### src/sv/fpp_pkg.sv
// Shared types and constants for the framed packet parser.
package fpp_pkg;

	localparam logic [7:0] StartReset = 8'h99;
	localparam logic [7:0] MinLength  = 8'd8;
	localparam logic [7:0] PayOffset  = 8'd6;
	localparam logic [8:0] CkaMargin  = 9'd2;

	typedef enum logic [3:0] {
		PH_HUNT = 4'd0,
		PH_LEN  = 4'd1,
		PH_SRC  = 4'd2,
		PH_DST  = 4'd3,
		PH_CLS  = 4'd4,
		PH_MSG  = 4'd5,
		PH_PAY  = 4'd6,
		PH_CKA  = 4'd7,
		PH_CKB  = 4'd8
	} phase_t;

	typedef enum logic [2:0] {
		ST_NONE    = 3'd0,
		ST_PAYLOAD = 3'd1,
		ST_GOOD    = 3'd2,
		ST_SUMA    = 3'd3,
		ST_SUMB    = 3'd4,
		ST_LENGTH  = 3'd5
	} status_t;

	typedef struct packed {
		status_t    status;
		logic [7:0] data_byte;
		logic [7:0] payload_index;
		logic [7:0] frame_length;
		logic [7:0] source_id;
		logic [7:0] destination_id;
		logic [3:0] msg_class;
		logic [3:0] msg_comp;
		logic [7:0] message_id;
	} result_t;

endpackage

### src/sv/framed_packet_parser_checksum.sv
// Framed packet parser: one byte per word in, one result word per byte out.
// Each accepted byte is held in the input register; its result word is then registered in the output register.
// Throughput: one byte per cycle; the input register, the parser update and
// the output register each take a word every cycle while the output flows.
// Reset (arst_n low): parser hunts for the start byte, sums and header fields
// are zero, start_byte returns to 0x99, both pipeline registers empty.
module framed_packet_parser_checksum (
	input  logic       clk,
	input  logic       arst_n,
	input  logic       cfg_we,
	input  logic [7:0] cfg_wdata,
	input  logic       in_valid,
	output logic       in_stall,
	input  logic [7:0] rx_byte,
	output logic       out_valid,
	input  logic       out_stall,
	output logic [2:0] status,
	output logic [7:0] data_byte,
	output logic [7:0] payload_index,
	output logic [7:0] frame_length,
	output logic [7:0] source_id,
	output logic [7:0] destination_id,
	output logic [3:0] msg_class,
	output logic [3:0] msg_comp,
	output logic [7:0] message_id
);
	import fpp_pkg::*;

	logic [7:0] start_byte_q;
	logic       valid_s1;
	logic [7:0] byte_s1;
	logic       out_valid_q;
	result_t    res_q;
	result_t    res_c;
	logic       advance;
	logic       step;

	// stage 1 moves on when the output register is empty or being drained
	assign advance  = !out_valid_q || !out_stall;
	assign step     = valid_s1 && advance;
	assign in_stall = valid_s1 && !advance;

	always_ff @(posedge clk or negedge arst_n) begin
		if (!arst_n)
			start_byte_q <= StartReset;
		else if (cfg_we)
			start_byte_q <= cfg_wdata;
	end

	always_ff @(posedge clk or negedge arst_n) begin
		if (!arst_n) begin
			valid_s1 <= 1'b0;
		end else if (!in_stall) begin
			valid_s1 <= in_valid;
		end
	end

	always_ff @(posedge clk) begin
		if (in_valid && !in_stall)
			byte_s1 <= rx_byte;
	end

	fpp_core u_core (
		.clk        (clk),
		.arst_n     (arst_n),
		.step       (step),
		.rx_byte    (byte_s1),
		.start_byte (start_byte_q),
		.result     (res_c)
	);

	always_ff @(posedge clk or negedge arst_n) begin
		if (!arst_n) begin
			out_valid_q <= 1'b0;
		end else if (advance) begin
			out_valid_q <= valid_s1;
		end
	end

	always_ff @(posedge clk) begin
		if (step)
			res_q <= res_c;
	end

	assign out_valid      = out_valid_q;
	assign status         = res_q.status;
	assign data_byte      = res_q.data_byte;
	assign payload_index  = res_q.payload_index;
	assign frame_length   = res_q.frame_length;
	assign source_id      = res_q.source_id;
	assign destination_id = res_q.destination_id;
	assign msg_class      = res_q.msg_class;
	assign msg_comp       = res_q.msg_comp;
	assign message_id     = res_q.message_id;

endmodule

### src/sv/fpp_core.sv
// Parser state machine, running checksums and header registers.
module fpp_core (
	input  logic            clk,
	input  logic            arst_n,
	input  logic            step,
	input  logic [7:0]      rx_byte,
	input  logic [7:0]      start_byte,
	output fpp_pkg::result_t result
);
	import fpp_pkg::*;

	phase_t     phase_q, phase_d;
	logic [7:0] length_q, length_d;
	logic [7:0] count_q, count_d;
	logic [7:0] sum_a_q, sum_a_d;
	logic [7:0] sum_b_q, sum_b_d;
	logic [7:0] src_q, src_d;
	logic [7:0] dst_q, dst_d;
	logic [3:0] cls_q, cls_d;
	logic [3:0] comp_q, comp_d;
	logic [7:0] msg_q, msg_d;

	logic [7:0] acc_a, acc_b, cnt_inc;

	assign acc_a   = sum_a_q + rx_byte;
	assign acc_b   = sum_b_q + acc_a;
	assign cnt_inc = count_q + 8'd1;

	// next state
	always_comb begin
		phase_d  = phase_q;
		length_d = length_q;
		count_d  = count_q;
		sum_a_d  = sum_a_q;
		sum_b_d  = sum_b_q;
		src_d    = src_q;
		dst_d    = dst_q;
		cls_d    = cls_q;
		comp_d   = comp_q;
		msg_d    = msg_q;
		unique case (phase_q)
			PH_LEN: begin
				length_d = rx_byte;
				sum_a_d  = acc_a;
				sum_b_d  = acc_b;
				count_d  = cnt_inc;
				phase_d  = (rx_byte < MinLength) ? PH_HUNT : PH_SRC;
			end
			PH_SRC: begin
				src_d   = rx_byte;
				sum_a_d = acc_a;
				sum_b_d = acc_b;
				count_d = cnt_inc;
				phase_d = PH_DST;
			end
			PH_DST: begin
				dst_d   = rx_byte;
				sum_a_d = acc_a;
				sum_b_d = acc_b;
				count_d = cnt_inc;
				phase_d = PH_CLS;
			end
			PH_CLS: begin
				cls_d   = rx_byte[7:4];
				comp_d  = rx_byte[3:0];
				sum_a_d = acc_a;
				sum_b_d = acc_b;
				count_d = cnt_inc;
				phase_d = PH_MSG;
			end
			PH_MSG: begin
				msg_d   = rx_byte;
				sum_a_d = acc_a;
				sum_b_d = acc_b;
				count_d = cnt_inc;
				phase_d = (length_q == MinLength) ? PH_CKA : PH_PAY;
			end
			PH_PAY: begin
				sum_a_d = acc_a;
				sum_b_d = acc_b;
				count_d = cnt_inc;
				// last payload byte leaves two checksum bytes in the frame
				if ({1'b0, cnt_inc} + CkaMargin == {1'b0, length_q})
					phase_d = PH_CKA;
			end
			PH_CKA: begin
				phase_d = (rx_byte == sum_a_q) ? PH_CKB : PH_HUNT;
			end
			PH_CKB: begin
				phase_d = PH_HUNT;
			end
			default: begin
				phase_d = PH_HUNT;
				if (rx_byte == start_byte) begin
					sum_a_d = '0;
					sum_b_d = '0;
					count_d = 8'd1;
					phase_d = PH_LEN;
				end
			end
		endcase
	end

	// result word
	always_comb begin
		result                = '0;
		result.status         = ST_NONE;
		result.frame_length   = length_d;
		result.source_id      = src_d;
		result.destination_id = dst_d;
		result.msg_class      = cls_d;
		result.msg_comp       = comp_d;
		result.message_id     = msg_d;
		unique case (phase_q)
			PH_LEN: begin
				if (rx_byte < MinLength)
					result.status = ST_LENGTH;
			end
			PH_PAY: begin
				result.status        = ST_PAYLOAD;
				result.data_byte     = rx_byte;
				result.payload_index = count_q - PayOffset;
			end
			PH_CKA: begin
				if (rx_byte != sum_a_q)
					result.status = ST_SUMA;
			end
			PH_CKB: begin
				result.status = (rx_byte == sum_b_q) ? ST_GOOD : ST_SUMB;
			end
			default: begin
				result.status = ST_NONE;
			end
		endcase
	end

	always_ff @(posedge clk or negedge arst_n) begin
		if (!arst_n) begin
			phase_q  <= PH_HUNT;
			length_q <= '0;
			count_q  <= '0;
			sum_a_q  <= '0;
			sum_b_q  <= '0;
			src_q    <= '0;
			dst_q    <= '0;
			cls_q    <= '0;
			comp_q   <= '0;
			msg_q    <= '0;
		end else if (step) begin
			phase_q  <= phase_d;
			length_q <= length_d;
			count_q  <= count_d;
			sum_a_q  <= sum_a_d;
			sum_b_q  <= sum_b_d;
			src_q    <= src_d;
			dst_q    <= dst_d;
			cls_q    <= cls_d;
			comp_q   <= comp_d;
			msg_q    <= msg_d;
		end
	end

endmodule
### config.mk
export PLATFORM = sky130hd
export DESIGN_NAME = framed_packet_parser_checksum
export DESIGN_NICKNAME = d
export VERILOG_FILES = /design/src/sv/fpp_pkg.sv /design/src/sv/framed_packet_parser_checksum.sv /design/src/sv/fpp_core.sv
export SDC_FILE = /design/constraint.sdc
export NUM_CORES = 1
export LEC_CHECK = 0
export ABC_AREA = 1
export BUFFER_PORTS_ARGS = -buffer_cell sky130_fd_sc_hd__buf_2
export CAP_MARGIN = 20
export CELL_PAD_IN_SITES_DETAIL_PLACEMENT = 1
export CELL_PAD_IN_SITES_GLOBAL_PLACEMENT = 2
export CORE_MARGIN = 4
export CORE_UTILIZATION = 40
export DETAILED_ROUTE_END_ITERATION = 7
export GPL_TIMING_DRIVEN = 0
export HOLD_SLACK_MARGIN = 0.03
export PLACE_DENSITY = 0.85
export RECOVER_POWER = 25
export SLEW_MARGIN = 40
export SYNTH_ARGS = -nofsm -noshare
export SYNTH_HDL_FRONTEND = slang
export SYNTH_HIERARCHICAL = 1
export SYNTH_SLANG_ARGS = --single-unit
### constraint.sdc
create_clock -name clk -period 10.1 [get_ports clk]
set_input_delay 1.01 -clock clk [delete_from_list [all_inputs] [get_ports clk]]
set_output_delay 1.01 -clock clk [all_outputs]
set_load 0.01 [all_outputs]
==> metrics.yaml, run 1 <==
run_status:
  status: "finished with violations"
  violations: "capacitance limit, slew limit"
timing:
  worst_clock_skew_ns: 0.00714
  max_slew.worst_pin.slew_ns: 2.55
  finalSetupViolations: 0
  final-hold-violation-count: 0
  relSlewSlack_pct: -69.7
  drv_slew: 81
  fin_tns_setup_ns: 0
  rsz0062_at_grt: "false"
  fin_crit_ns: 4.37
  layout_setup_ws_ns: 5.73
  max_freq_mhz: 229
  min_period_over_period_pct: 43.2
placed_design:
  dp_hpwl_mm: 13.2
  place_ws_ns: 6.69
  port_buffers: 81
  place.gp.congestion: 0.875
worst_setup_path:
  cp_data_arrival_time_ns: 4.35
  cp_max_fo: 46
  worstSetupStartpointType: "primary input"
  crit_type: "primary input to async pin"
  cp.required_ns: 10.09
  crit_slowest_cell: "clkbuf_1"
  critPathTopFamily: "buffers and inverters"
  critical_path_buf_inv_count: 2
  end_kind: "async pin"
  cp_common_cell: "clkbuf_1"
  critPathMaxStageDelay_ns: 1.89
  path_cells: "clkbuf_1 -> clkbuf_1"
floorplan:
  io_pins: 82
  core-area_um2: 16800
  initial_core_util_pct: 41.2
  die_h_um: 139
  dieArea_um2: 19400
  die_x_um: 139
  rows: 47
clock_tree:
  cts_post_setup_buffers_inserted: 0
  htreeDepth: 4
  clockBufferDepth: 2
  cts_tree: "done"
  root_buffer: "clkbuf_16"
  cts.sinks: 145
  clock_latency_ns: 0.43
  cts_hold_buf: 0
  clkTransAtPathRegs_ns: 0.06
  cts-resized-gates: 0
  cts_made_buffers: 17
grt:
  grt_pass1_wl_mm: 29.9
  antenna_found_initial: 0
  grt_pass1_vias: 5689
  top_usage_layer: "met2"
  globalRoute.totalOverflow: 0
  grt_util_met2_pct: 32.0
  use_met1_pct: 25.6
  grt_use_met3_pct: 4.15
  grtUsageTotal_pct: 19.5
  grt_max_degree: 47
layout:
  num-nets-final: 838
  antennaDiodeCount: 0
  syn_to_final_growth_pct: 18.1
  nFillCells: 1920
  utilization_pct: 48.7
  drive_gt1_share_pct: 20.7
  regArea_um2: 3970
  multiInputGateArea_um2: 2570
routing:
  routed_via_density: 5.15
  vias: 5311
  drt_pass1_iterations: 6
  first_iter_violations: 259
  drt-total-wl_mm: 18.0
  ant_nets: 0
  drc: 0
  detail_route.wl_per_cell_um: 17.4
pwr:
  power_mw: 2.47
  vdd_ir_drop_max_v: 0.000129
  power.density_nw_per_um2: 303
  p_leak_nw: 3.76
job:
  max-cap-violations: 2
min_path:
  worstHoldPathType: "register to register"
logic_synthesis:
  yosysSeqAreaShare_pct: 57.4
  yosys_warnings: 6
  synth-seq-cells: 145
  synthCells: 694
  syn_avg_cell_area_um2: 9.96
  synth_cell_types: 37
  syn_area_um2: 6910
  syn_nets: 734
through the flow:
stage               hold WS, ns  std cells  cell area (um^2)
finish                    0.482       1031              8170
global route              0.513       1031              8170
CTS                       0.474       1031              8210
detailed placement        0.480        999              7680
global placement          0.459        995              7590
floorplan                 0.446        694              6910
final timing paths:
path / depth (start not counted) / from / slack [ns] / end
setup / recovery: 2 / arst_n / 5.73 / u_core/sum_b_q[0]$_DFFE_PN0P_
hold / removal: 2 / start_byte_q[4]$_DFFE_PN1P_ / 0.48 / start_byte_q[4]$_DFFE_PN1P_
setup reg to reg: 14 / byte_s1[0]$_DFFE_PP_ / 7.02 / u_core/sum_b_q[7]$_DFFE_PN0P_
hold reg to reg: 2 / start_byte_q[4]$_DFFE_PN1P_ / 0.48 / start_byte_q[4]$_DFFE_PN1P_
max in group clk: 14 / byte_s1[0]$_DFFE_PP_ / 7.02 / u_core/sum_b_q[7]$_DFFE_PN0P_
min in group asynchronous: 1 / arst_n / 1.14 / u_core/msg_q[0]$_DFFE_PN0P_
cell usage after synthesis:
master	instances	area, um^2
a21boi_0	1	7.51
a21o_1	1	7.51
a21oi_1	15	75.1
a22o_1	10	87.6
a31oi_1	2	12.5
buf_1	2	7.51
buf_2	3	15.0
buf_4	3	22.5
buf_6	1	11.3
clkbuf_1	11	41.3
dfrtp_1	74	1850
dfstp_2	4	105
edfxtp_1	67	2010
fa_1	2	40.0
ha_1	17	213
inv_1	69	259
inv_2	7	26.3
mux2_2	27	304
nand2_1	163	612
nand2_2	3	18.8
nand3_1	39	195
nand3_2	1	10.0
nand4_1	7	43.8
nor2_1	31	116
nor2_2	5	31.3
nor3_1	4	20.0
nor3_4	1	16.3
nor4_1	5	31.3
o2111ai_1	1	8.76
o21ai_0	74	370
o21ai_1	9	45.0
o21ai_2	1	8.76
o22ai_1	1	6.26
o31ai_1	3	22.5
or2_2	2	12.5
xnor2_1	13	114
xor2_1	15	131
registers in the layout, summed over array words and instances (netlist names), 8 cells and up:
name	flops
byte_s1	8
data_byte	8
destination_id	8
frame_length	8
message_id	8
payload_index	8
source_id	8
start_byte_q	8
u_core/count_q	8
u_core/dst_q	8
u_core/length_q	8
u_core/msg_q	8
u_core/src_q	8
u_core/sum_a_q	8
u_core/sum_b_q	8
cells in the final DEF, fill, tap and decap left out, types with 4 or more instances in the layout:
cell type / count
nor3_1: 4
nor4_1: 5
nand3_1: 39
clkbuf_1: 18
nand4_1: 7
dfrtp_1: 74
a21oi_1: 14
mux2_2: 27
nor2_1: 31
ha_1: 17
dfstp_2: 4
o21ai_0: 74
nor2_2: 5
clkinv_2: 4
a22o_1: 10
o21ai_1: 9
edfxtp_1: 67
nand2_1: 163
buf_2: 81
xor2_1: 15
xnor2_1: 13
inv_2: 7
clkbuf_16: 17
inv_1: 69
cells by family after synthesis:
family | share of synthesized area (%)
simple gates | 16.0
flops | 57.4
fa+ha+maj | 3.66
mux | 4.40
buf+inv | 5.54
xor+xnor | 3.55
compound gates | 9.43
report_power, final:
group | switching, mW | internal [mW] | leakage (nW)
Combinational | 0.598 | 0.367 | 1.86
Sequential | 0.112 | 0.836 | 1.65
Clock | 0.248 | 0.313 | 0.251
per-layer routing:
metal | wire [um] | vias up | part of all wire [%]
met3 | 607 | 24 | 3.4
met1 | 8240 | 2630 | 46
met2 | 8760 | 102 | 49
met4 | 359 | 0 | 2.0
met5 | 0 | - | 0
li1 | - | 2555 | -
layout make-up:
type | count | area share (%)
inverters | 76 | 3.49
plain buffers | 20 | 1.10
repair buffers | 85 | 5.52
multi-input cells | 453 | 31.5
clock inverters | 13 | 1.10
flip-flops and latches | 145 | 48.6
well taps | 220 | 3.37
clock buffers | 19 | 5.30
(Power assumes the default switching activity.)
==> run 2: changes to the inputs <==
--- a/config.mk
+++ b/config.mk
@@ -5,7 +5,7 @@
 export SDC_FILE = /design/constraint.sdc
 export NUM_CORES = 1
 export LEC_CHECK = 0
-export ABC_AREA = 1
+export ABC_AREA = 0
 export BUFFER_PORTS_ARGS = -buffer_cell sky130_fd_sc_hd__buf_2
 export CAP_MARGIN = 20
 export CELL_PAD_IN_SITES_DETAIL_PLACEMENT = 1
@@ -15,7 +15,7 @@
 export DETAILED_ROUTE_END_ITERATION = 7
 export GPL_TIMING_DRIVEN = 0
 export HOLD_SLACK_MARGIN = 0.03
-export PLACE_DENSITY = 0.85
+export PLACE_DENSITY = 0.79
 export RECOVER_POWER = 25
 export SLEW_MARGIN = 40
 export SYNTH_ARGS = -nofsm -noshare
==> constraint.sdc (replaced) <==
create_clock -name clk -period 4.15 [get_ports clk]
set_input_delay 0.415 -clock clk [delete_from_list [all_inputs] [get_ports clk]]
set_output_delay 0.415 -clock clk [all_outputs]
set_load 0.01 [all_outputs]
==> metrics.yaml, run 2 <==
routing:
  drc: 0  # unchanged
  first_iter_violations: 198  # -24%
  drt_pass1_iterations: 4  # -2
  detail_route.wl_per_cell_um: 19.5  # +12%
  drt-total-wl_mm: 17.2  # -4.4%
  vias: 4616  # -13%
  ant_nets: 0  # unchanged
  routed_via_density: 5.25  # +1.8%
floorplan:
  core-area_um2: 17200  # +2.8%
  die_h_um: 140  # +0.60%
  die_x_um: 140  # +0.60%
  initial_core_util_pct: 40.6  # -0.63 points
  dieArea_um2: 19700  # +1.2%
  rows: 48  # +2.1%
  io_pins: 82  # unchanged
layout:
  num-nets-final: 682  # -19%
  postLayoutCellArea_um2: 8390  # +2.7%
  syn_to_final_growth_pct: 19.8
  mostFrequentLayoutCells: "81 x buf_2, 78 x mux2_2, 74 x dfrtp_1, 67 x edfxtp_1, 35 x xnor2_1"
  drive_gt1_share_pct: 33.7  # +13 points
  final_common_cell: "buf_2"
  stdcell_count: 880  # -15%
  antennaDiodeCount: 0  # unchanged
logic_synthesis:
  synthCells: 537  # -23%
  syn_nets: 577  # -21%
  synth-seq-cells: 145  # unchanged
  ys_top_cells_by_count: "78 x mux2_2, 74 x dfrtp_1, 67 x edfxtp_1"
  synth_top_area_cell: "edfxtp_1"
  synthArstFlopShare_pct: 53.8  # unchanged
  synth_cell_types: 58  # +57%
  synth_top_area_share_pct: 28.7  # -0.36 points
  syn_area_um2: 7000  # +1.3%
  yosysSeqAreaShare_pct: 56.7  # -0.72 points
  syn_avg_cell_area_um2: 13.0  # +31%
  ys.flop_type: "dfrtp_1"
  ys_top_cells_by_area: "edfxtp_1 29%, dfrtp_1 26%, mux2_2 13%"
  yosysMostFrequentCell: "mux2_2"
  yosys_warnings: 6  # unchanged
  synth_edf_count: 67  # unchanged
pwr:
  power.density_nw_per_um2: 751  # +150%
  power_mw: 6.30  # +150%
  pwr-share-comb_pct: 38.0  # -1.0 points
  pwr-share-seq_pct: 37.0  # -1.3 points
  clkPwrFrac_pct: 25.0  # +2.3 points
  power_switching_share_pct: 34.4  # -4.3 points
  vdd_ir_drop_max_v: 0.000365  # +180%
  power.switching_mw: 2.17  # +130%
  p_leak_nw: 3.45  # -8.2%
  intPower_mw: 4.13  # +170%
worst_setup_path:
  critical_path_buf_inv_count: 4  # +2
  cp_data_arrival_time_ns: 3.70  # -0.65 ns
  critPathTopFamily: "buffers and inverters"
  critPathMaxStageDelay_ns: 0.65  # -1.24 ns
  crit_slowest_cell: "nor3b_2"
  crit_type: "register to register"
  cp_max_fo: 17  # -63%
  end_kind: "register"
  cp.required_ns: 4.52  # -5.57 ns
  path_cells: "a21boi_4 -> buf_8 -> buf_16 -> clkbuf_1 -> nand2_1 -> nor3b_2 -> clkbuf_1 -> o21ai_0 -> nand2_1"
  worstSetupStartpointType: "register"
clock_tree:
  cts_tree: "done"
  clkTransAtPathRegs_ns: 0.07  # about the same
  cts_post_setup_buffers_inserted: 0  # unchanged
  htreeDepth: 4  # unchanged
  cts_hold_buf: 1  # +1
  cts_made_buffers: 17  # unchanged
  cts-resized-gates: 0  # unchanged
  clockBufferDepth: 2  # unchanged
  root_buffer: "clkbuf_16"
  cts.sinks: 145  # unchanged
  clock_latency_ns: 0.43  # about the same
grt:
  grt_pass1_wl_mm: 28.0  # -6.4%
  grtUsageTotal_pct: 18.4  # -1.1 points
  antenna_found_initial: 0  # unchanged
  grt_max_degree: 42  # -11%
  globalRoute.totalOverflow: 0  # unchanged
  grt_pass1_vias: 5125  # -9.9%
placed_design:
  place.gp.congestion: 0.789  # -9.8%
  dp_hpwl_mm: 12.2  # -7.6%
  port_buffers: 80  # -1.2%
  dp.cells: 847  # -15%
  placed_area_um2: 7820  # +1.7%
run_status:
  status: "finished with violations"
  violations: "capacitance limit, slew limit"
timing:
  drv_slew: 39  # -52%
  worst_clock_skew_ns: 0.00914  # +0.00200 ns
  max_freq_mhz: 301
  fin_crit_ns: 3.33
  final-hold-violation-count: 0  # unchanged
  rsz0062_at_grt: "false"
  relSlewSlack_pct: -39.3  # +30 points
  fin_tns_setup_ns: 0  # unchanged
  finalSetupViolations: 0  # unchanged
  min_period_over_period_pct: 80.1
  max_slew.worst_pin.slew_ns: 2.09  # -0.456 ns
job:
  max-cap-violations: 1  # -1
min_path:
  worstHoldPathType: "primary input to register"
==> run 2: cell types whose count changed in the layout (fill, tap and decap cells not counted), sizes merged, moves of 4 or more <==
cell and delta:
nand2 -138, inv -64, mux2 +59, o21ai -58, nand3 -33, xnor2 +23, and2 +12, nor3 +10
clkbuf +7, nor2 -7, a211oi +4, o21bai +4, xor2 -4
==> run 2: cells by family after synthesis <==
logic type / Yosys count / synth area share (%)
compound gates: 85 / 8.24
xor+xnor: 47 / 6.09
fa+ha+maj: 19 / 3.61
buf+inv: 40 / 2.73
flops: 145 / 56.7
mux: 86 / 14.3
simple gates: 115 / 8.36
==> run 2: cell type report <==
type                            count  area, um^2
Fill cell                        1801        8850
Inverter                           10        37.5
Tap cell                          225         282
Buffer                             30         154
Clock inverter                     15         180
Sequential cell                   145        3970
Multi-Input combinational cell    352        2850
Clock buffer                       17         425
Timing Repair Buffer               86         487
==> run 2: power groups by stage <==
stage,registers [mW],logic (mW),clock network (mW)
2_1_floorplan,2.36,1.70,0
4_1_cts,2.34,2.42,1.62
3_3_place_gp,2.33,2.28,0
3_5_place_dp,2.36,2.40,0
6_report,2.33,2.39,1.58
5_1_grt,2.39,2.66,1.69
==> run 2: worst paths after layout <==
| kind | slack (ns) | cells past startpoint | to | startpoint |
|---|---|---|---|---|
| min in group asynchronous | 1.13 | 2 | u_core/sum_a_q[3]$_DFFE_PN0P_ | arst_n |
| hold reg to reg | 0.49 | 1 | out_valid$_DFFE_PN0P_ | valid_s1$_DFFE_PN0N_ |
| setup reg to reg | 0.82 | 9 | u_core/sum_a_q[7]$_DFFE_PN0P_ | out_valid$_DFFE_PN0P_ |
| setup / recovery | 0.82 | 9 | u_core/sum_a_q[7]$_DFFE_PN0P_ | out_valid$_DFFE_PN0P_ |
| max in group asynchronous | 1.00 | 3 | u_core/length_q[1]$_DFFE_PN0P_ | arst_n |
| hold / removal | 0.16 | 1 | byte_s1[0]$_DFFE_PP_ | rx_byte[0] |
==> run 2: through the flow <==
stage / setup slack (ns) / hold WS, ns / util (%)
final: 0.824 / 0.160 / 48.6
after detailed placement: 0.738 / 0.350 / 45.3
after global placement: -1.65 / 0.452 / 44.6
after global routing: 0.315 / 0.140 / 48.6
after CTS: 0.805 / 0.137 / 48.9
after floorplan: 0.352 / 0.119 / -
==> run 2: layer usage <==
metal,track usage [%],wire (um)
met1,23.8,7740
met2,30.9,8490
met3,4.17,707
met4,5.71,247
met5,0,0
==> run 3: changes to the inputs <==
--- a/config.mk
+++ b/config.mk
@@ -5,17 +5,17 @@
 export SDC_FILE = /design/constraint.sdc
 export NUM_CORES = 1
 export LEC_CHECK = 0
-export ABC_AREA = 0
+export ABC_AREA = 1
 export BUFFER_PORTS_ARGS = -buffer_cell sky130_fd_sc_hd__buf_2
 export CAP_MARGIN = 20
 export CELL_PAD_IN_SITES_DETAIL_PLACEMENT = 1
 export CELL_PAD_IN_SITES_GLOBAL_PLACEMENT = 2
 export CORE_MARGIN = 4
-export CORE_UTILIZATION = 40
+export CORE_UTILIZATION = 34
 export DETAILED_ROUTE_END_ITERATION = 7
 export GPL_TIMING_DRIVEN = 0
 export HOLD_SLACK_MARGIN = 0.03
-export PLACE_DENSITY = 0.79
+export PLACE_DENSITY = 0.77
 export RECOVER_POWER = 25
 export SLEW_MARGIN = 40
 export SYNTH_ARGS = -nofsm -noshare
==> constraint.sdc (replaced) <==
create_clock -name clk -period 2.68 [get_ports clk]
set_input_delay 0.268 -clock clk [delete_from_list [all_inputs] [get_ports clk]]
set_output_delay 0.268 -clock clk [all_outputs]
set_load 0.01 [all_outputs]
==> metrics.yaml, run 3 (synthesis results as in run 1) <==
floorplan:
  dieArea_um2: 22700  # +15%
  die_x_um: 151  # +7.3%
  initial_core_util_pct: 35.1  # -5.6 points
  core-area_um2: 19700  # +14%
  rows: 51  # +6.3%
  die_h_um: 151  # +7.3%
  io_pins: 82  # unchanged
routing:
  drc: 0  # unchanged
  drt_pass1_iterations: 4  # unchanged
  vias: 5510  # +19%
  first_iter_violations: 265  # +34%
  detail_route.wl_per_cell_um: 17.5  # -10%
  drt-total-wl_mm: 19.4  # +13%
  routed_via_density: 4.99  # -4.9%
  ant_nets: 0  # unchanged
grt:
  grt_max_degree: 56  # +33%
  globalRoute.totalOverflow: 0  # unchanged
  grtUsageTotal_pct: 18.2  # -0.26 points
  grt_pass1_wl_mm: 31.5  # +12%
  grt_pass1_vias: 5961  # +16%
  antenna_found_initial: 0  # unchanged
clock_tree:
  htreeDepth: 4  # unchanged
  clkTransAtPathRegs_ns: 0.07  # about the same
  cts_tree: "done"
  clock_latency_ns: 0.43  # about the same
  cts.sinks: 145  # unchanged
  root_buffer: "clkbuf_16"
  cts_made_buffers: 17  # unchanged
  clockBufferDepth: 2  # unchanged
timing:
  drv_slew: 0  # -100%
  min_period_over_period_pct: 98.5  # +18 points
  relSlewSlack_pct: 10.9  # +50 points
  final-hold-violation-count: 0  # unchanged
  worst_clock_skew_ns: 0.00979  # +0.000644 ns
  fin_tns_setup_ns: 0  # unchanged
  layout_setup_ws_ns: 0.0408  # -0.784 ns
  max_freq_mhz: 379  # +26%
  max_slew.worst_pin.slew_ns: 1.34  # -0.752 ns
  fin_crit_ns: 2.64  # -0.686 ns
  rsz0062_at_grt: "true"
  finalSetupViolations: 0  # unchanged
  holdWs_ns: 0.0559  # -0.104 ns
run_status:
  status: "finished clean"
layout:
  drive_gt1_share_pct: 25.1  # -8.6 points
  stdcell_count: 1104  # +25%
  mostFrequentLayoutCells: "159 x nand2_1, 83 x buf_2, 72 x dfrtp_1, 69 x o21ai_0, 68 x inv_1"
  postLayoutCellArea_um2: 8690  # +3.7%
  num-nets-final: 866  # +27%
  syn_to_final_growth_pct: 25.8
  final_common_cell: "nand2_1"
  antennaDiodeCount: 0  # unchanged
placed_design:
  dp.cells: 1044  # +23%
  place.gp.congestion: 0.857  # +8.6%
  port_buffers: 81  # +1.3%
  dp_hpwl_mm: 13.8  # +13%
  placed_area_um2: 7740  # -0.96%
  place_ws_ns: -0.474  # -1.21 ns
worst_setup_path:
  worstSetupStartpointType: "register"
  critPathMaxStageDelay_ns: 0.44  # -0.21 ns
  critical_path_buf_inv_count: 1  # -3
  rr_worst_depth: 14  # +5
  worstReg2RegStart: "byte_s1[1]$_DFFE_PP_"
  crit_type: "register to register"
  end_kind: "register"
  path_cells: "buf_4 -> ha_1 -> nand3_1 -> nand2_2 -> a21oi_1 -> o21ai_1 -> xor2_1 -> ha_1 -> nand2_1 -> o21ai_1 -> a21oi_2 -> nand3_1 -> nand2_1 -> o22ai_1"
  cp_max_fo: 4  # -13
  crit_slowest_cell: "edfxtp_1"
  cp_data_arrival_time_ns: 2.95  # -0.75 ns
  cp.required_ns: 2.99  # -1.53 ns
  crit_start: "byte_s1[1]$_DFFE_PP_"
  cp.depth: 14  # +5
  critPathTopFamily: "adder cells"
pwr:
  power.density_nw_per_um2: 1160  # +54%
  vdd_ir_drop_max_v: 0.000537  # +47%
  p_leak_nw: 3.93  # +14%
min_path:
  worstHoldPathType: "primary input to register"
  min-delay-start: "cfg_wdata[4]"
  min_path_cells: 3  # +2
job:
  max-cap-violations: 0  # -1
## run 3: timing repair
item,in CTS,in global routing
buffers inserted,7,9
resized for setup,14,21
endpoints found under the setup margin,3,13
pin swaps,7,11
hold buffers,12,0
endpoints found under the hold margin,86,0
## run 3: worst paths after layout
check                                                endpoint  slack (ns)
worst max-delay path            u_core/sum_b_q[7]$_DFFE_PN0P_        0.04
worst min-delay path              start_byte_q[4]$_DFFE_PN1P_        0.06
worst max register to register  u_core/sum_b_q[7]$_DFFE_PN0P_        0.04
worst min register to register    start_byte_q[3]$_DFFE_PN1P_        0.49
max in group asynchronous       u_core/count_q[0]$_DFFE_PN0P_        0.38
min in group asynchronous                valid_s1$_DFFE_PN0N_        0.67
## run 3: power by group
| group | switching (mW) | leakage [nW] | internal (mW) |
|---|---|---|---|
| registers | 0.433 | 1.65 | 3.15 |
| logic | 2.47 | 2.00 | 1.71 |
| clock network | 1.03 | 0.278 | 1.31 |
| total | 3.92 | 3.93 | 6.17 |
## run 3: worst register-to-register path: cells and delay by family (launching register included)
family / cells / cell delay, ns
adder cells (fa/ha/maj): 2 / 0.62
AO/OA/AOI/OAI: 5 / 0.53
AND/OR/NAND/NOR: 5 / 0.49
flip-flops: 1 / 0.44
XOR/XNOR: 1 / 0.25
buffers and inverters: 1 / 0.17
## run 3: area by class of cell
class | count | area [um^2]
Buffer | 20 | 97.6
Clock inverter | 15 | 149
Inverter | 76 | 285
Fill cell | 2225 | 11000
Sequential cell | 145 | 3970
Tap cell | 265 | 332
Multi-Input combinational cell | 453 | 2730
Timing Repair Buffer | 113 | 701
Clock buffer | 17 | 425
## run 3: metrics by stage
step,util [%],power (mW)
2_1_floorplan,-,6.10
3_3_place_gp,38.9,7.07
3_5_place_dp,39.3,7.31
4_1_cts,43.3,9.89
5_1_grt,44.1,10.9
6_report,44.1,10.1
## run 3: metal layers
layer,GRT usage [%],wire length (um)
met1,23.2,8640
met4,7.71,533
met3,3.34,720
met2,30.3,9480
met5,0,0
